--- src/hw/rtl/cpt_pkg.sv ---
// Shared constants and types for the closest-point-on-triangle pipeline.
package cpt_pkg;

    localparam int COORD_WIDTH_DEF = 32;
    localparam int MUL_CHUNK       = 32;
    localparam int MUL_LAT         = 5;

    typedef enum logic [2:0] {
        RGN_A  = 3'd0,
        RGN_B  = 3'd1,
        RGN_AB = 3'd2,
        RGN_C  = 3'd3,
        RGN_AC = 3'd4,
        RGN_BC = 3'd5,
        RGN_IN = 3'd6
    } region_t;

endpackage

--- src/hw/rtl/cpt_mul.sv ---
// Pipelined signed multiplier built from 32x32 partial products.
module cpt_mul import cpt_pkg::*; #(
    parameter int WA = 33,
    parameter int WB = 33
) (
    input  logic                    aclk,
    input  logic                    en,
    input  logic signed [WA-1:0]    a,
    input  logic signed [WB-1:0]    b,
    output logic signed [WA+WB-1:0] p
);

    localparam int C  = MUL_CHUNK;
    localparam int NA = (WA + C - 1) / C;
    localparam int NB = (WB + C - 1) / C;
    localparam int PA = NA * C;
    localparam int PB = NB * C;
    localparam int WP = WA + WB;
    localparam int RW = PB + C;
    localparam int SW = PA + PB;

    logic [WA-1:0] a_u, a_mag;
    logic [WB-1:0] b_u, b_mag;

    logic [PA-1:0]     ma_reg;
    logic [PB-1:0]     mb_reg;
    logic [3:0]        neg_reg;
    logic [2*C-1:0]    pp_reg [NA][NB];
    logic [RW-1:0]     row_reg [NA];
    logic [RW-1:0]     row_next [NA];
    logic [WP-1:0]     mag_reg;
    logic [SW-1:0]     acc_next;
    logic signed [WP-1:0] p_reg;

    assign a_u   = a;
    assign b_u   = b;
    assign a_mag = a[WA-1] ? (~a_u + 1'b1) : a_u;
    assign b_mag = b[WB-1] ? (~b_u + 1'b1) : b_u;

    always_comb begin
        for (int i = 0; i < NA; i++) begin
            row_next[i] = '0;
            for (int j = 0; j < NB; j++) begin
                row_next[i] = row_next[i] + (RW'(pp_reg[i][j]) << (j * C));
            end
        end
    end

    always_comb begin
        acc_next = '0;
        for (int i = 0; i < NA; i++) begin
            acc_next = acc_next + (SW'(row_reg[i]) << (i * C));
        end
    end

    always_ff @(posedge aclk) begin
        if (en) begin
            ma_reg     <= PA'(a_mag);
            mb_reg     <= PB'(b_mag);
            neg_reg[0] <= a[WA-1] ^ b[WB-1];
            for (int i = 0; i < NA; i++) begin
                for (int j = 0; j < NB; j++) begin
                    pp_reg[i][j] <= ma_reg[i*C +: C] * mb_reg[j*C +: C];
                end
                row_reg[i] <= row_next[i];
            end
            neg_reg[3:1] <= neg_reg[2:0];
            mag_reg      <= acc_next[WP-1:0];
            p_reg        <= neg_reg[3] ? -$signed(mag_reg) : $signed(mag_reg);
        end
    end

    assign p = p_reg;

endmodule

--- config.mk ---
export PLATFORM = sky130hd
export DESIGN_NAME = cpt_mul
export DESIGN_NICKNAME = d
export VERILOG_FILES = /design/src/hw/rtl/cpt_pkg.sv /design/src/hw/rtl/cpt_mul.sv
export SDC_FILE = /design/constraint.sdc
export NUM_CORES = 2
export LEC_CHECK = 0
export BUFFER_PORTS_ARGS = -buffer_cell sky130_fd_sc_hd__buf_4
export CORE_MARGIN = 8
export CORE_UTILIZATION = 66
export CTS_BUF_LIST = sky130_fd_sc_hd__clkbuf_4 sky130_fd_sc_hd__clkbuf_8 sky130_fd_sc_hd__clkbuf_16
export DETAILED_ROUTE_END_ITERATION = 8
export GPL_TIMING_DRIVEN = 1
export PLACE_DENSITY = 0.91
export REMOVE_ABC_BUFFERS = 1
export SYNTH_ARGS = -nofsm -noshare
export SYNTH_HDL_FRONTEND = slang
export SYNTH_SLANG_ARGS = --single-unit
--- constraint.sdc ---
create_clock -name aclk -period 9.7 [get_ports aclk]
set_input_delay 1.94 -clock aclk [delete_from_list [all_inputs] [get_ports aclk]]
set_output_delay 1.94 -clock aclk [all_outputs]
set_load 0.03 [all_outputs]
; ---- Word level (Yosys, flattened, before mapping)
; Memory sizes are Yosys's and may differ from the RTL's.
; Index checks and enable logic that the tools add are counted.
[word_totals]
n_memories = 2
register_bits = 202
input_bits = 68
ram_bits = 386
wordCells = 27
[op_classes]
mul = 4
bitwise_logic = 3
add_sub_neg = 6
muxes = 5
[mem_list]
columns = memory, depth, width, read_ports, rd_ports_with_merged_regs, wr, line
row1 = pp_reg, 2, 97, 2, 0, 2, cpt_mul.sv:28  ; logic [2*C-1:0] pp_reg [NA][NB];
row2 = row_reg, 2, 96, 2, 0, 2, cpt_mul.sv:29  ; logic [RW-1:0] row_reg [NA];
[op_table]
columns = operator, n
row1 = 64-bit by 96-bit adder with 96-bit output, 2
row2 = 33-bit by 1-bit adder with 33-bit output (second input constant), 2
row3 = 66-bit adder, 1
row4 = 66-bit two-way mux, 1
row5 = 66-bit negation, 1
row6 = 33-bit NOT, 2
row7 = 32-bit by 32-bit multiplier with 64-bit output, 1
row8 = 32-bit two-way mux, 2
row9 = 1-bit by 32-bit multiplier with 33-bit output, 1
row10 = 32-bit by 1-bit multiplier with 33-bit output, 1
row11 = 1-bit by 1-bit multiplier with 2-bit output, 1
row12 = 1-bit two-way mux, 2
row13 = 1-bit XOR, 1

; ---- Longest topological paths before layout
[logic_depth]
word_depth = 3
mapped_depth = 30
depth_no_buf = 28

; ---- Worst setup path before layout
; OpenSTA, ideal clock, no wires.
[synth_path]
path_kind = register -> register
startpoint = register ma_reg[31]
endpoint = memory pp_reg[0][91] (netlist bit), data pin
setup_time_ns = 0.266
path_stages_with_launch = 28
arrival_ns = 7.083
required_time_ns = 9.434
slack_ns = 2.351
period_less_slack_ns = 7.349
cell_sequence = edfxtp_1 clkbuf_1 nand2_1 fa_1 inv_1 fa_1 fa_1 inv_1 fa_1 inv_1 fa_1 fa_1 fa_1 inv_1 fa_1 inv_1 ha_1 clkbuf_1 nand2_1 nor3_1 nand2_1 o21ai_0 nor3_1 o41a_1 o31a_1 o41a_1 o21ai_0 xor2_1
[synth_lines]
columns = element, line
row1 = from (decl), cpt_mul.sv:25  ; logic [PA-1:0] ma_reg;
row2 = from (signal assigned), cpt_mul.sv:58  ; ma_reg <= PA'(a_mag);
row3 = to (decl), cpt_mul.sv:28

==> results.toml <==
[run_status]
status = "completed"

[synthesis]
ys_types = 58
ys.flop_type = "edfxtp_1"
muxShareOfSynthArea_pct = 0
synth_compound_area_share_pct = 5.76
ys_ff_latch = 429
yosysSeqAreaShare_pct = 24.7
synth_top_family_by_area = "adder cells"
async_reset_ff_share_pct = 0
synth-edff-count = 429
postSynthCellCount = 4974
synth_fa_ha_area_share_pct = 42.4
syn_area_per_cell_um2 = 10.5
synthXorXnorAreaFrac_pct = 4.16
yosysWarnings = 0
yosys.area_share.simple_pct = 14.8
syn-cell-area_um2 = 52200

[global_routing]
grt_start_max_net_pins = 161
grt_usage_pct = 31.3
grt_overflow = 0
grt_pass1_vias = 40062
antenna_found_initial = 11
grt_pass1_wl_mm = 217

[hold_path]
min_to = "row_reg[0][113]"
hold_depth = 0
hold_start = "pp_reg[1][50]"
min_path_type = "reg2reg"

[timing]
slew_viol_final = 0
tns_ns = 0
min_period_ns = 8.87
max_clock_freq_ghz = 0.113
fin_crit_sh_pct = 91.5
slew_headroom_pct = 20.3
rsz0062_at_grt = "no"
setup_viol = 0
hold_viol_final = 0
clock_skew_ns = 0.0428
worst_slew_pin_slew_ns = 1.20

[worst_setup_path]
crit_path_end_kind = "flop"
reg2reg_to = "pp_reg[0][84]"
crit_fanout = 24
reg2reg_slack_ns = 0.83
required_ns = 10.03
cp-start-kind = "flop"
r2r_cells = 24
crit_arrival_ns = 9.20
r2r_start = "mb_reg[8]"
path_class = "reg2reg"

[layout]
area_growth_pct = 7.03
fin_nets = 6306
fin_area_um2 = 55800
layout_common_cells = "898 x fa_1, 897 x inv_1, 680 x and2_1"
final_common_cell = "fa_1"
layout-drive-gt1-share_pct = 6.43
largest_reg_flops = 129
fill_cells = 5285

[floorplanning]
die_h_um = 297
die_w_um = 297
ios = 134
rows = 103
core_um2 = 78600
die-area_um2 = 88300
initial_core_util_pct = 66.4

[clocking]
cts.repair.resized = 0
cts_buffer_depth = 3
postCtsSetupBuffers = 0
clk_pin_slew_ns = 0.07
root_buffer = "clkbuf_16"
cts.sinks = 429
h-tree-depth = 2
holdBufCountCts = 0
cts_made_buffers = 46
cts_tree = "built"
clock_latency_ns = 0.62

[placement]
gp_congestion = 1.01
post_dp_cell_area_um2 = 54300
io_buffers = 133
dp_hpwl_mm = 110

[route]
drt-pass1-iter-count = 7
wl_mm = 139
postRouteAntennaNets = 0
vias = 36950
wl_per_cell_um = 22.8
drt-initial-drc-count = 3940
drc = 0
vias_per_cell = 6.06

[job]
drv_cap = 0
==> how the worst max path moves through the flow <==
stage	startpoint	end	slack [ns]	cells after the start
2_1_floorplan	ma_reg[20]	pp_reg[0][84]	2.35	22
3_3_place_gp	mb_reg[8]	pp_reg[0][84]	1.32	23
5_1_grt	mb_reg[8]	pp_reg[0][84]	0.56	24
3_5_place_dp	mb_reg[8]	pp_reg[0][84]	1.11	23
4_1_cts	mb_reg[8]	pp_reg[0][84]	1.06	24
6_report	mb_reg[8]	pp_reg[0][84]	0.83	24
==> cells in the mapped netlist, types with 62 or more instances <==
| cell | count | share of area, % |
|---|---|---|
| fa_1 | 898 | 34 |
| o21ai_0 | 108 | 1.0 |
| and2_1 | 680 | 8.2 |
| inv_1 | 897 | 6.5 |
| xnor2_1 | 211 | 3.5 |
| clkbuf_1 | 238 | 1.7 |
| edfxtp_1 | 429 | 25 |
| ha_1 | 331 | 7.9 |
| a21o_1 | 82 | 1.2 |
| nand2_1 | 523 | 3.8 |
| nor2_1 | 62 | 0.45 |
| a21oi_1 | 125 | 1.2 |
==> layout make-up <==
class / instances / area (µm²) / share of cell area, %
Timing Repair Buffer: 225 / 1730 / 3.10
Inverter: 897 / 3370 / 6.03
Clock inverter: 28 / 305 / 0.547
Multi-Input combinational cell: 3410 / 35000 / 62.7
Tap cell: 1050 / 1310 / 2.35
Clock buffer: 52 / 1200 / 2.14
Antenna cell: 6 / 15.0 / 0.0269
Sequential cell: 429 / 12900 / 23.1
==> worst max-delay path, stage by stage, from the launching register on <==
cell      delay [ns]
edfxtp_1        1.07
buf_4           0.34
nand2_1         0.11
fa_1            0.47
inv_1           0.08
fa_1            0.43
fa_1            0.52
inv_1           0.06
fa_1            0.48
inv_1           0.05
fa_1            0.48
fa_1            0.58
fa_1            0.44
fa_1            0.44
ha_1            0.44
a21o_1          0.23
o21bai_1        0.20
a21o_1          0.18
a221oi_1        0.44
o21a_1          0.16
o21ai_0         0.29
a21o_1          0.33
a21boi_0        0.42
o21ai_0         0.18
xor2_1          0.17
==> logic make-up (layout without fill, tap and decap cells) <==
family	Yosys count	count (layout)
DFF	429	429
buffers and inverters	1135	1202
adders and majority gates	1229	1229
xor gates and xnor gates	248	248
other	0	6
AOI/OAI and AO/OA	470	470
and+or+nand+nor	1463	1463
==> through the flow <==
stage	hold WS (ns)	util, %	worst slack (ns)	cells
floorplan	0.400	-	2.35	4736
global placement	0.402	69.1	1.32	6010
detailed placement	0.405	69.1	1.11	6010
CTS	0.398	71.0	1.06	6090
global route	0.408	71.0	0.564	6093
finish	0.395	71.0	0.827	6097
==> layer usage <==
metal	vias up	global-route usage (%)	wire (µm)
met3	594	10.3	18200
li1	15576	-	-
met4	10	15.2	7780
met5	-	0	67
met2	2434	49.9	64000
met1	18336	38.6	48800
Power is not shown: default switching activity piles up to over one toggle a cycle in this logic, so the estimate is an artifact.
